--- src/pchs_pkg.sv ---
// Shared types, constants and the hue weight function for the pixel colorize block.
`default_nettype none
package pchs_pkg;

  localparam int CFG_AW = 4;
  localparam int CFG_DW = 32;

  // Register indexes, taken from paddr[3:2]
  localparam logic [1:0] REG_KEEP_SAT = 2'd0;
  localparam logic [1:0] REG_HUE      = 2'd1;
  localparam logic [1:0] REG_SAT      = 2'd2;

  localparam logic [12:0] HUE_FULL   = 13'd5760;
  localparam logic [12:0] HUE_THIRD  = 13'd1920;
  localparam logic [12:0] HUE_SIXTH  = 13'd960;
  localparam logic [12:0] HUE_HALF   = 13'd2880;
  localparam logic [12:0] HUE_FALL   = 13'd3840;
  localparam logic [12:0] W_ONE      = 13'd4096;
  localparam logic [8:0]  SAT_ONE    = 9'd256;
  localparam logic [8:0]  NL_FULL    = 9'd510;
  // ceil(2^20 / 15): floor(hh*64/15) == (hh*RECIP15) >> 14 for hh <= 960
  localparam logic [16:0] RECIP15    = 17'd69906;

  typedef struct packed {
    logic [7:0] in_alpha;
    logic [7:0] in_blue;
    logic [7:0] in_green;
    logic [7:0] in_red;
  } pixel_in_t;

  typedef struct packed {
    logic [7:0] out_alpha;
    logic [7:0] out_high_byte;
    logic [7:0] out_mid_byte;
    logic [7:0] out_low_byte;
  } pixel_out_t;

  // Settings seen by the pixel pipeline; w[0] low, w[1] mid, w[2] high channel
  typedef struct packed {
    logic             keep_sat;
    logic [8:0]       sat;
    logic [2:0][12:0] w;
  } cfg_t;

  // Q12 weight of one HLS hue segment position, hh in 1/16 degree below HUE_FULL
  function automatic logic [12:0] hue_weight(input logic [12:0] hh);
    logic [12:0] fall_off;
    logic [26:0] prod;
    logic [12:0] res;
    fall_off = HUE_FALL - hh;
    prod = '0;
    if (hh < HUE_SIXTH) begin
      prod = 27'(hh[9:0] * RECIP15);
      res  = prod[26:14];
    end else if (hh < HUE_HALF) begin
      res = W_ONE;
    end else if (hh < HUE_FALL) begin
      prod = 27'(fall_off[9:0] * RECIP15);
      res  = prod[26:14];
    end else begin
      res = '0;
    end
    return res;
  endfunction

endpackage
`default_nettype wire

--- src/pixel_colorize_hls_unit.sv ---
// Top level of the HLS colorize pixel pipeline.
//
//  channel   ports                               direction  width
//  request   start, busy, in_pixel               in         32 bit pixel
//  result    out_strobe, out_pixel               out        32 bit pixel
//  config    psel/penable/pwrite/paddr/pwdata    in/out     32 bit data, 4 bit addr
//
//  One pixel per cycle; busy is always low. A pixel taken with start passes the six
//  register stages (min/max, saturation multiply, weight multiply, sum, blend multiply,
//  sum) on its way to out_strobe. The ratio divider runs in three of these stages
//  alongside the color path. Synchronous reset clears the valid bits and the
//  configuration registers; the data registers are not reset. Results cannot be
//  held off.
`default_nettype none
module pixel_colorize_hls_unit
  import pchs_pkg::*;
(
  input  wire logic              clk,
  input  wire logic              rst_n,
  input  wire logic              start,
  output logic                   busy,
  input  wire pixel_in_t         in_pixel,
  output logic                   out_strobe,
  output pixel_out_t             out_pixel,
  input  wire logic              psel,
  input  wire logic              penable,
  input  wire logic              pwrite,
  input  wire logic [CFG_AW-1:0] paddr,
  input  wire logic [CFG_DW-1:0] pwdata,
  output logic      [CFG_DW-1:0] prdata,
  output logic                   pready
);

  cfg_t cfg;

  logic s1_valid_r, s2_valid_r, s3_valid_r, s4_valid_r, s5_valid_r, out_valid_r;

  logic [7:0] s1_l_r, s1_d_r, s1_div_r, s1_alpha_r;
  logic [7:0] s2_l_r, s2_alpha_r;
  logic [14:0] s2_x_r;
  logic s2_dz_r, s3_dz_r, s4_dz_r;
  logic [7:0] s3_l_r, s3_alpha_r;
  logic [15:0] s3_m1_r;
  logic [2:0][28:0] s3_prod_r;
  logic [7:0] s4_l_r, s4_alpha_r;
  logic [2:0][7:0] s4_c_r;
  logic [7:0] s5_alpha_r;
  logic [2:0][16:0] s5_pc_r;
  logic [16:0] s5_pl_r;
  pixel_out_t out_pixel_r;

  logic [7:0] mx, mn, div_nxt;
  logic [8:0] nl, div_full;
  logic [7:0] mop;
  logic [16:0] x_full;
  logic [15:0] diff;
  logic [15:0] m1_nxt;
  logic [2:0][28:0] prod_nxt;
  logic [2:0][7:0] c_nxt;
  logic [29:0] acc;
  logic [8:0] q, ns, ns_inv;
  logic [2:0][16:0] pc_nxt;
  logic [16:0] pl_nxt;
  logic [17:0] bsum;
  pixel_out_t out_nxt;
  logic accept;

  pchs_cfg u_cfg (
    .clk     (clk),
    .rst_n   (rst_n),
    .psel    (psel),
    .penable (penable),
    .pwrite  (pwrite),
    .paddr   (paddr),
    .pwdata  (pwdata),
    .prdata  (prdata),
    .pready  (pready),
    .cfg     (cfg)
  );

  pchs_div u_div (
    .clk  (clk),
    .num  (s1_d_r),
    .den  (s1_div_r),
    .quot (q)
  );

  assign busy   = 1'b0;
  assign accept = start && !busy;

  // Stage 1: extremes, lightness, saturation divisor
  always_comb begin
    mx = (in_pixel.in_red > in_pixel.in_green) ? in_pixel.in_red : in_pixel.in_green;
    mn = (in_pixel.in_red > in_pixel.in_green) ? in_pixel.in_green : in_pixel.in_red;
    if (in_pixel.in_blue > mx) mx = in_pixel.in_blue;
    if (in_pixel.in_blue < mn) mn = in_pixel.in_blue;
    nl       = {1'b0, mx} + {1'b0, mn};
    div_full = nl[8] ? NL_FULL - nl : nl;
    div_nxt  = div_full[7:0];
  end

  // Stage 2: x = s*l or s*(255-l); M2 = 256l + x, M1 = 256l - x
  always_comb begin
    mop    = s1_l_r[7] ? 8'd255 - s1_l_r : s1_l_r;
    x_full = 17'(mop * cfg.sat);
  end

  // Stage 3: (M2 - M1) * w per channel
  always_comb begin
    diff   = {s2_x_r, 1'b0};
    m1_nxt = {s2_l_r, 8'h00} - {1'b0, s2_x_r};
    for (int i = 0; i < 3; i++) begin
      prod_nxt[i] = 29'(diff * cfg.w[i]);
    end
  end

  // Stage 4: byte = (4096*M1 + prod) >> 20
  always_comb begin
    acc = '0;
    for (int i = 0; i < 3; i++) begin
      acc      = {2'b00, s3_m1_r, 12'h000} + {1'b0, s3_prod_r[i]};
      c_nxt[i] = acc[27:20];
    end
  end

  // Stage 5: blend toward grey; mode 0 uses a full ratio, grey pixels a zero ratio
  always_comb begin
    if (!cfg.keep_sat) begin
      ns = SAT_ONE;
    end else if (s4_dz_r) begin
      ns = '0;
    end else begin
      ns = (q > SAT_ONE) ? SAT_ONE : q;
    end
    ns_inv = SAT_ONE - ns;
    pl_nxt = 17'(s4_l_r * ns_inv);
    for (int i = 0; i < 3; i++) begin
      pc_nxt[i] = 17'(s4_c_r[i] * ns);
    end
  end

  // Stage 6: sum and drop the Q8 fraction
  always_comb begin
    bsum = '0;
    out_nxt.out_alpha = s5_alpha_r;
    bsum = {1'b0, s5_pc_r[0]} + {1'b0, s5_pl_r};
    out_nxt.out_low_byte = bsum[15:8];
    bsum = {1'b0, s5_pc_r[1]} + {1'b0, s5_pl_r};
    out_nxt.out_mid_byte = bsum[15:8];
    bsum = {1'b0, s5_pc_r[2]} + {1'b0, s5_pl_r};
    out_nxt.out_high_byte = bsum[15:8];
  end

  always_ff @(posedge clk) begin
    if (!rst_n) begin
      s1_valid_r  <= 1'b0;
      s2_valid_r  <= 1'b0;
      s3_valid_r  <= 1'b0;
      s4_valid_r  <= 1'b0;
      s5_valid_r  <= 1'b0;
      out_valid_r <= 1'b0;
    end else begin
      s1_valid_r  <= accept;
      s2_valid_r  <= s1_valid_r;
      s3_valid_r  <= s2_valid_r;
      s4_valid_r  <= s3_valid_r;
      s5_valid_r  <= s4_valid_r;
      out_valid_r <= s5_valid_r;
    end
  end

  always_ff @(posedge clk) begin
    s1_l_r     <= nl[8:1];
    s1_d_r     <= mx - mn;
    s1_div_r   <= div_nxt;
    s1_alpha_r <= in_pixel.in_alpha;

    s2_x_r     <= x_full[14:0];
    s2_l_r     <= s1_l_r;
    s2_dz_r    <= (s1_d_r == 8'd0);
    s2_alpha_r <= s1_alpha_r;

    s3_prod_r  <= prod_nxt;
    s3_m1_r    <= m1_nxt;
    s3_l_r     <= s2_l_r;
    s3_dz_r    <= s2_dz_r;
    s3_alpha_r <= s2_alpha_r;

    s4_c_r     <= c_nxt;
    s4_l_r     <= s3_l_r;
    s4_dz_r    <= s3_dz_r;
    s4_alpha_r <= s3_alpha_r;

    s5_pc_r    <= pc_nxt;
    s5_pl_r    <= pl_nxt;
    s5_alpha_r <= s4_alpha_r;

    out_pixel_r <= out_nxt;
  end

  assign out_strobe = out_valid_r;
  assign out_pixel  = out_pixel_r;

  a_latency: assert property (@(posedge clk) disable iff (!rst_n)
    accept |-> ##6 out_strobe)
    else $error("request did not produce a result six cycles later");

  a_alpha: assert property (@(posedge clk) disable iff (!rst_n)
    out_strobe |-> out_pixel.out_alpha == $past(in_pixel.in_alpha, 6))
    else $error("alpha not carried with its pixel");

  a_ratio: assert property (@(posedge clk) disable iff (!rst_n)
    (s4_valid_r && !s4_dz_r) |-> q <= SAT_ONE)
    else $error("saturation ratio above one");

endmodule
`default_nettype wire

--- src/pchs_cfg.sv ---
// Configuration registers on the APB port and the hue weights derived from them.
`default_nettype none
module pchs_cfg
  import pchs_pkg::*;
(
  input  wire logic              clk,
  input  wire logic              rst_n,
  input  wire logic              psel,
  input  wire logic              penable,
  input  wire logic              pwrite,
  input  wire logic [CFG_AW-1:0] paddr,
  input  wire logic [CFG_DW-1:0] pwdata,
  output logic      [CFG_DW-1:0] prdata,
  output logic                   pready,
  output cfg_t                   cfg
);

  logic             keep_r;
  logic [12:0]      hue_r;
  logic [8:0]       sat_r;
  logic [8:0]       sat_eff_r;
  logic [2:0][12:0] hh_r;
  logic [2:0][12:0] w_r;
  logic [2:0][12:0] hh_nxt;
  logic [12:0]      hue_mod;
  logic [12:0]      hue_hi;
  logic             wr_en;
  logic [1:0]       reg_idx;

  assign pready  = 1'b1;
  assign wr_en   = psel && penable && pwrite && pready;
  assign reg_idx = paddr[3:2];

  always_ff @(posedge clk) begin
    if (!rst_n) begin
      keep_r <= 1'b0;
      hue_r  <= '0;
      sat_r  <= SAT_ONE;
    end else if (wr_en) begin
      unique case (reg_idx)
        REG_KEEP_SAT: keep_r <= pwdata[0];
        REG_HUE:      hue_r  <= pwdata[12:0];
        REG_SAT:      sat_r  <= pwdata[8:0];
        default: ;
      endcase
    end
  end

  always_comb begin
    unique case (reg_idx)
      REG_KEEP_SAT: prdata = CFG_DW'(keep_r);
      REG_HUE:      prdata = CFG_DW'(hue_r);
      REG_SAT:      prdata = CFG_DW'(sat_r);
      default:      prdata = '0;
    endcase
  end

  // Hue positions of the three channels, 120 degrees apart
  always_comb begin
    hue_mod   = (hue_r >= HUE_FULL) ? hue_r - HUE_FULL : hue_r;
    hue_hi    = hue_mod + HUE_THIRD;
    hh_nxt[1] = hue_mod;
    hh_nxt[0] = (hue_mod >= HUE_THIRD) ? hue_mod - HUE_THIRD : hue_mod + (HUE_FULL - HUE_THIRD);
    hh_nxt[2] = (hue_hi >= HUE_FULL) ? hue_hi - HUE_FULL : hue_hi;
  end

  // Derived values track the registers every cycle: sat_eff_r is registered from sat_r, the weights pass hh_r then w_r
  always_ff @(posedge clk) begin
    sat_eff_r <= (sat_r > SAT_ONE) ? SAT_ONE : sat_r;
    hh_r      <= hh_nxt;
    for (int i = 0; i < 3; i++) begin
      w_r[i] <= hue_weight(hh_r[i]);
    end
  end

  assign cfg.keep_sat = keep_r;
  assign cfg.sat      = sat_eff_r;
  assign cfg.w        = w_r;

endmodule
`default_nettype wire

--- src/pchs_div.sv ---
// Pipelined restoring divider for the saturation ratio (d << 8) / div, three bits per stage.
`default_nettype none
module pchs_div
  import pchs_pkg::*;
(
  input  wire logic       clk,
  input  wire logic [7:0] num,
  input  wire logic [7:0] den,
  output logic      [8:0] quot
);

  logic [7:0] rem1_r, rem2_r;
  logic [7:0] den1_r, den2_r;
  logic [2:0] q1_r;
  logic [5:0] q2_r;
  logic [8:0] q3_r;

  logic [7:0] rem1_nxt, rem2_nxt;
  logic [2:0] q1_nxt;
  logic [5:0] q2_nxt;
  logic [8:0] q3_nxt;

  // One shift-compare-subtract step: returns {quotient bit, new remainder}
  function automatic logic [8:0] div_step(input logic [7:0] rem, input logic [7:0] d);
    logic [8:0] t;
    logic [8:0] diff;
    t    = {rem, 1'b0};
    diff = t - {1'b0, d};
    return (t >= {1'b0, d}) ? {1'b1, diff[7:0]} : {1'b0, t[7:0]};
  endfunction

  always_comb begin
    logic [8:0] st;
    logic [7:0] r;
    // Top quotient bit: the numerator never exceeds the divisor
    q1_nxt[2] = (num >= den);
    r         = q1_nxt[2] ? num - den : num;
    for (int i = 1; i >= 0; i--) begin
      st        = div_step(r, den);
      q1_nxt[i] = st[8];
      r         = st[7:0];
    end
    rem1_nxt = r;

    r = rem1_r;
    q2_nxt[5:3] = q1_r;
    for (int i = 2; i >= 0; i--) begin
      st        = div_step(r, den1_r);
      q2_nxt[i] = st[8];
      r         = st[7:0];
    end
    rem2_nxt = r;

    r = rem2_r;
    q3_nxt[8:3] = q2_r;
    for (int i = 2; i >= 0; i--) begin
      st        = div_step(r, den2_r);
      q3_nxt[i] = st[8];
      r         = st[7:0];
    end
  end

  always_ff @(posedge clk) begin
    rem1_r <= rem1_nxt;
    den1_r <= den;
    q1_r   <= q1_nxt;
    rem2_r <= rem2_nxt;
    den2_r <= den1_r;
    q2_r   <= q2_nxt;
    q3_r   <= q3_nxt;
  end

  assign quot = q3_r;

endmodule
`default_nettype wire

--- config.mk ---
export PLATFORM = sky130hd
export DESIGN_NAME = pixel_colorize_hls_unit
export DESIGN_NICKNAME = d
export VERILOG_FILES = /design/src/pchs_pkg.sv /design/src/pixel_colorize_hls_unit.sv /design/src/pchs_cfg.sv /design/src/pchs_div.sv
export SDC_FILE = /design/constraint.sdc
export NUM_CORES = 2
export LEC_CHECK = 0
export BUFFER_PORTS_ARGS = -buffer_cell sky130_fd_sc_hd__buf_2
export CAP_MARGIN = 20
export CELL_PAD_IN_SITES_DETAIL_PLACEMENT = 1
export CELL_PAD_IN_SITES_GLOBAL_PLACEMENT = 1
export CORE_MARGIN = 2
export CORE_UTILIZATION = 51
export CTS_CLUSTER_DIAMETER = 200
export CTS_CLUSTER_SIZE = 14
export DETAILED_ROUTE_END_ITERATION = 7
export PLACE_DENSITY = 0.9
export SKIP_CTS_REPAIR_TIMING = 1
export SLEW_MARGIN = 40
export SYNTH_ARGS = -nofsm -noshare
export SYNTH_HDL_FRONTEND = slang
export SYNTH_HIERARCHICAL = 1
export SYNTH_SLANG_ARGS = --single-unit
--- constraint.sdc ---
create_clock -name clk -period 8.8 [get_ports clk]
set_input_delay 1.76 -clock clk [delete_from_list [all_inputs] [get_ports clk]]
set_output_delay 1.76 -clock clk [all_outputs]
set_load 0.005 [all_outputs]
# After elaboration in Yosys (flattened, before gate mapping)
# Index checks and enable logic that the tools add are counted.
dict set report totals {
  register_bits 489
  in_bits 74
  elab_cells 164
  out_inout_bits 67
}
dict set report classes {
  n_mux 31
  reduce_logical 7
  n_mul 14
  add_sub_neg 29
  eq_ne 2
  order_cmp 26
}
# operator n
set op_table {}
lappend op_table {{multiplier 10 x 16 -> 26 bit, second input constant} 6}
lappend op_table {{two-way mux 13 bit} 12}
lappend op_table {{two-way mux 9 bit} 11}
lappend op_table {{adder 28 bit} 3}
lappend op_table {{multiplier 15 x 13 -> 27 bit} 3}
lappend op_table {{subtractor 8 bit} 10}
lappend op_table {{less-than comparator 13 x 12 -> 1 bit, second input constant} 6}
lappend op_table {{greater-or-equal comparator 9 x 8 -> 1 bit} 8}
lappend op_table {{multiplier 8 x 9 -> 16 bit} 4}
lappend op_table {{two-way mux 8 bit} 7}
lappend op_table {{adder 16 bit} 3}
lappend op_table {{less-than comparator 13 x 10 -> 1 bit, second input constant} 3}
lappend op_table {{one-hot mux 13 bit (3 select lines)} 1}
lappend op_table {{subtractor 10 bit, first input constant} 3}
lappend op_table {{greater-or-equal comparator 13 bit, second input constant} 2}
lappend op_table {{subtractor 13 bit, second input constant} 2}
lappend op_table {{> comparator 9 bit, second input constant} 2}
lappend op_table {{> comparator 8 bit} 2}
lappend op_table {{subtractor 16 x 15 -> 16 bit} 1}
lappend op_table {{subtractor 8 bit, first input constant} 2}
lappend op_table {{multiplier 8 x 9 -> 15 bit} 1}
lappend op_table {{adder 13 x 11 -> 13 bit, second input constant} 1}
lappend op_table {{adder 13 x 12 -> 13 bit, second input constant} 1}
lappend op_table {{greater-or-equal comparator 13 x 11 -> 1 bit, second input constant} 1}
lappend op_table {{other kinds (11)} 14}

# Depth between registers and ports, before layout
dict set report logic_depth {
  depth_word 7
  ltp_mapped 30
  ltp_nobuf 28
}

# Modules after synthesis
# The synthesis kept the hierarchy.
# module seq_area_each_um2 instances area_per_inst_um2 cells_per_inst
set by_module_without_submodules {}
lappend by_module_without_submodules {pixel_colorize_hls_unit 5905.7 1 38768.4 4173}
lappend by_module_without_submodules {pchs_cfg 1921.8 1 10887.9 1217}
lappend by_module_without_submodules {pchs_div 1001.0 1 4372.9 512}

# Worst setup path after synthesis
# No wires, ideal clock.
dict set report synth_path {
  kind {in2reg}
  from {input in_pixel[15] in the netlist's numbering}
  to {register s1_div_r[5]}
  t_required_ns 8.670
  stages 27
  slack_ns 2.008
  t_arrival_ns 6.663
  path_cell_list {inv_1 > ha_1 > and4_1 > o21ai_0 > a32oi_2 > buf_2 > mux2i_1 > ha_1 > a21oi_1 > nor2b_1 > o21ai_0 > nand2b_1 > a21oi_1 > a21oi_4 > o21ai_4 > mux2_2 > ha_1 > fa_1 > a21oi_1 > nor2_1 > nor2_1 > o21bai_1 > a21oi_1 > o21bai_1 > a21oi_1 > nor2_1 > xor2_1}
}
dict set report synth_between {
  elab_chain_len 7
  word_cells_on_any_way 10
}
# item line_no
set synth_rtl {}
lappend synth_rtl {{from (decl)} pixel_colorize_hls_unit.sv:22} ;# input wire pixel_in_t in_pixel,
lappend synth_rtl {{> comparator 8 bit} {pixel_colorize_hls_unit.sv:93, pixel_colorize_hls_unit.sv:94}}
lappend synth_rtl {{two-way mux 8 bit (on tied branches)} {pixel_colorize_hls_unit.sv:93, pixel_colorize_hls_unit.sv:94}}
lappend synth_rtl {{> comparator 8 bit or less-than comparator 8 bit (tied branches)} {pixel_colorize_hls_unit.sv:95, pixel_colorize_hls_unit.sv:96}}
lappend synth_rtl {{two-way mux 8 bit (on tied branches)} {pixel_colorize_hls_unit.sv:95, pixel_colorize_hls_unit.sv:96}}
lappend synth_rtl {{adder 8 x 8 -> 9 bit (*)} pixel_colorize_hls_unit.sv:97} ;# nl = {1'b0, mx} + {1'b0, mn};
lappend synth_rtl {{subtractor 8 bit} pixel_colorize_hls_unit.sv:98} ;# div_full = nl[8] ? NL_FULL - nl : nl;
lappend synth_rtl {{two-way mux 8 bit (*)} pixel_colorize_hls_unit.sv:98}
lappend synth_rtl {{net div_full[5]} pixel_colorize_hls_unit.sv:53} ;# logic [8:0] nl, div_full;
lappend synth_rtl {{to (signal assigned)} pixel_colorize_hls_unit.sv:175} ;# s1_div_r <= div_nxt;
lappend synth_rtl {{to (decl)} pixel_colorize_hls_unit.sv:38} ;# logic [7:0] s1_l_r, s1_d_r, s1_div_r, s1_alpha_r;
# The timed path passes the listed nets; every way through them passes the cells marked *.
# A chain may end at the register's enable or synchronous reset.

# Final worst setup path
dict set report layout_path {
  from {register u_cfg.keep_r}
  to {register s5_pl_r[15]}
}
dict set report layout_between {
  elab_chain_len 3
}
# item line_no
set layout_rtl {}
lappend layout_rtl {{from (decl)} pchs_cfg.sv:18} ;# logic keep_r;
lappend layout_rtl {{from (signal assigned)} pchs_cfg.sv:41} ;# REG_KEEP_SAT: keep_r <= pwdata[0];
lappend layout_rtl {{two-way mux 9 bit} pixel_colorize_hls_unit.sv:128} ;# if (!cfg.keep_sat) begin
lappend layout_rtl {{subtractor 9 bit} pixel_colorize_hls_unit.sv:135} ;# ns_inv = SAT_ONE - ns;
lappend layout_rtl {{multiplier 8 x 9 -> 16 bit} pixel_colorize_hls_unit.sv:136} ;# pl_nxt = 17'(s4_l_r * ns_inv);
lappend layout_rtl {{net pl_nxt[15]} pixel_colorize_hls_unit.sv:63} ;# logic [16:0] pl_nxt;
lappend layout_rtl {{to (signal assigned)} pixel_colorize_hls_unit.sv:195} ;# s5_pl_r <= pl_nxt;
lappend layout_rtl {{to (decl)} pixel_colorize_hls_unit.sv:49} ;# logic [16:0] s5_pl_r;
# The timed path passes the listed nets, and every way through them passes these cells.

==> results.sh <==
export IMPL_rsz0062_at_grt="false"
export IMPL_finalSetupViolations=0
export IMPL_post_route_drc_count=0
export IMPL_fillers=12098
export IMPL_hold_class="register to register"
export IMPL_clock_skew_ns=0.0403
export IMPL_period_needed_ns=7.88
export IMPL_via_per_inst=6.06
export IMPL_firstDrtPassIters=5
export IMPL_critPathSlowestCell="dfxtp_1"
export IMPL_grt_pass1_vias=51814
export IMPL_clock_latency_ns=0.66
export IMPL_htree_levels=2
export IMPL_status="completed"
export IMPL_cp_start_kind="register"
export IMPL_ys_flop_type="dfxtp_1"
export IMPL_crit_required_ns=9.30
export IMPL_rows=119
export IMPL_finalHoldViolCount=0
export IMPL_peakVddDrop_uv=510
export IMPL_placed_area_um2=55800
export IMPL_ys_async_sr_fraction=0
export IMPL_synth_top_area_frac=0.250
export IMPL_crit_fanout=10
export IMPL_grt_overflow=0
export IMPL_cp_slowest_stage_delay_ns=0.73
export IMPL_gp_congestion=0.861
export IMPL_fin_setup_tns_ns=0
export IMPL_path_common_cell="inv_1"
export IMPL_maxCapViolCount=0
export IMPL_clock_fmax_mhz=127
export IMPL_routedWlPerCell_um=25.2
export IMPL_dieWidth_um=329
export IMPL_synth_distinct_cells=112
export IMPL_synth_cells=5902
export IMPL_dieArea_um2=109000
export IMPL_place_hpwl_um=133000
export IMPL_reg2regPathDepth=23
export IMPL_syn_area_um2=54000
export IMPL_grt_antenna_before_repair=7
export IMPL_min_path_cells=0
export IMPL_powerDensity_nw_per_um2=284
export IMPL_drt_iter0_drc=3017
export IMPL_syn_area_per_cell_um2=9.15
export IMPL_synth_seq_cells=441
export IMPL_drv_slew=0
export IMPL_slew_limit_headroom=0.327
export IMPL_antenna_left=0
export IMPL_worstMarginPinSlew_ns=1.01
export IMPL_cp_cell_sequence="nor3b_2 -> and2_0 -> inv_1 -> ha_1 -> xnor2_1 -> nand2_1 -> fa_1 -> fa_1 -> inv_1 -> ha_1 -> inv_1 -> fa_1 -> inv_1 -> ha_1 -> nor2b_1 -> o21ai_0 -> a21boi_0 -> o21ai_0 -> a21boi_0 -> o21ai_0 -> a21oi_1 -> o41ai_1 -> xnor2_1"
export IMPL_yosysSeqAreaShare=0.163
export IMPL_syn_to_final_growth_pct=5.23
export IMPL_synth_edf_count=0
export IMPL_via_count=44219
export IMPL_cp_end_kind="register"
export IMPL_period_share=0.896
export IMPL_path_clk_slew_ns=0.09
export IMPL_cts_path_max_buffers=3
export IMPL_synth_area_leaders="fa_1 (25%), ha_1 (19%), dfxtp_1 (16%), inv_1 (7.0%), and2_1 (4.6%)"
export IMPL_grt_pass1_wl_um=287000
export IMPL_cts_made_buffers=37
export IMPL_multiInputGateArea_um2=40700
export IMPL_clock_sinks=441
export IMPL_grt_max_degree=73
export IMPL_arrival_ns=8.38
export IMPL_io_pins=141
export IMPL_die_h_um=329
export IMPL_drive_gt1_frac=0.0510
export IMPL_core_area_um2=105000
export IMPL_ys_warn_count=6
export IMPL_nets=7482
export IMPL_ctsRootBufferMaster="clkbuf_16"
export IMPL_fin_area_um2=56900
export IMPL_regArea_um2=8830
export IMPL_routed_wl_um=184000
export IMPL_crit_type="register to register"
export IMPL_cts_tree="yes"
export IMPL_p_leak_nw=29.2
export IMPL_start_util=0.514
export IMPL_track_usage=0.341
export IMPL_synth_largest_area_cell="fa_1"
export IMPL_portBuffers=98
-- worst max-delay path, delay by kind of cell (launching register included) --
kind | cells | cell delay, ns
adder cells (fa/ha/maj) | 6 | 2.39
XOR/XNOR | 2 | 0.75
flip-flops | 1 | 0.73
buffers and inverters | 4 | 0.34
AO/OA/AOI/OAI | 7 | 1.78
AND/OR/NAND/NOR | 4 | 1.74
-- path summary, 6_finish.rpt --
check	from	end	slack, ns
max	u_cfg/keep_r	s5_pl_r[15]	0.92
min	s3_alpha_r[4]	s4_alpha_r[4]	0.30
max reg2reg	u_cfg/keep_r	s5_pl_r[15]	0.92
min reg2reg	s3_alpha_r[4]	s4_alpha_r[4]	0.30
-- stage by stage --
| step | setup WS [ns] | std cells | util | hold slack, ns | total power, mW |
|---|---|---|---|---|---|
| 6_report | 0.919 | 7293 | 0.541 | 0.301 | 16.1 |
| 5_1_grt | 0.529 | 7293 | 0.541 | 0.299 | 17.0 |
| 4_1_cts | 1.16 | 7292 | 0.541 | 0.300 | 15.8 |
| 3_5_place_dp | 1.03 | 7251 | 0.531 | 0.313 | 13.7 |
| 3_3_place_gp | 1.16 | 7250 | 0.531 | 0.310 | 12.6 |
| 2_1_floorplan | 2.01 | 5920 | - | 0.310 | 10.7 |
-- final cells by class --
cell class	instances	share of cell area
Antenna cell	1	0.0000440
Inverter	1016	0.0671
Clock buffer	38	0.0167
Sequential cell	441	0.155
Tap cell	1391	0.0306
Multi-Input combinational cell	4264	0.715
Timing Repair Buffer	139	0.0141
Clock inverter	3	0.000836
-- cells by family after synthesis --
group	after synthesis	synth area share
compound gates	699	0.0896
fa+ha+maj	1510	0.443
simple gates	1640	0.150
flops	441	0.163
xor+xnor	325	0.0530
buf+inv	1215	0.0868
mux	69	0.0141
other cells	3	0.000208
-- state kept, by name, summed over array words and instances (netlist names), 9 cells and up --
signal           flops
u_cfg/hh_r          25
u_cfg/sat_eff_r      9
s3_prod_r           48
s3_m1_r             16
s5_pc_r             48
u_cfg/sat_r          9
u_div/quot           9
s2_x_r              15
u_cfg/hue_r         13
u_cfg/cfg           39
s4_c_r              24
s5_pl_r             16
out_pixel           32
-- Yosys cell counts, types with 7 or more instances --
| library cell | instances |
|---|---|
| or2_2 | 11 |
| nand2b_1 | 26 |
| a21o_1 | 66 |
| o22ai_1 | 37 |
| o21ai_1 | 18 |
| a22o_1 | 7 |
| ha_1 | 834 |
| a211oi_1 | 10 |
| and4_1 | 8 |
| buf_4 | 23 |
| or4_1 | 7 |
| o211ai_1 | 13 |
| o21a_1 | 58 |
| o21bai_1 | 29 |
| nor2_1 | 214 |
| a221o_1 | 10 |
| nand2_1 | 651 |
| mux2_4 | 8 |
| a21oi_1 | 152 |
| xor2_1 | 107 |
| nor2b_1 | 39 |
| clkbuf_1 | 155 |
| o41ai_1 | 14 |
| o21ai_0 | 106 |
| dfxtp_1 | 441 |
| xnor2_1 | 216 |
| fa_1 | 675 |
| inv_1 | 1012 |
| and3_1 | 95 |
| mux2_2 | 20 |
| o31a_1 | 9 |
| buf_1 | 10 |
| nor3_1 | 81 |
| or3_1 | 14 |
| a31o_2 | 12 |
| nand3_1 | 29 |
| a21boi_0 | 41 |
| and2_1 | 397 |
| mux2i_1 | 38 |
| a31oi_1 | 28 |
| nand4_1 | 33 |
-- metal layers --
metal / wire length, um / global-route usage / vias to the layer above
met5: 139 / 0.00696 / -
met1: 64100 / 0.365 / 22093
met3: 13900 / 0.0685 / 1030
met2: 90900 / 0.601 / 2288
met4: 14500 / 0.241 / 8
li1: - / - / 18800
-- cell usage in the layout, fill, tap and decap left out, types with 33 or more instances in the layout --
cell type / count
buf_2: 98
fa_1: 675
xnor2_1: 216
nor3_1: 79
clkbuf_16: 38
nor2b_1: 38
nand2_1: 651
o22ai_1: 37
nand4_1: 33
xor2_1: 106
nor2_1: 214
a21o_1: 66
ha_1: 834
o21a_1: 58
and3_1: 95
inv_1: 1012
buf_4: 40
and2_1: 396
o21ai_0: 106
a21oi_1: 152
mux2i_1: 38
dfxtp_1: 437
a21boi_0: 41
-- report_power, final --
| part | total (mW) | switching, mW | leakage (nW) | internal [mW] |
|---|---|---|---|---|
| clock network | 1.66 | 0.889 | 0.489 | 0.774 |
| logic | 11.0 | 6.39 | 25.0 | 4.60 |
| registers | 3.48 | 0.806 | 3.65 | 2.67 |
| total | 16.1 | 8.08 | 29.2 | 8.04 |
(Power assumes the default switching activity.)
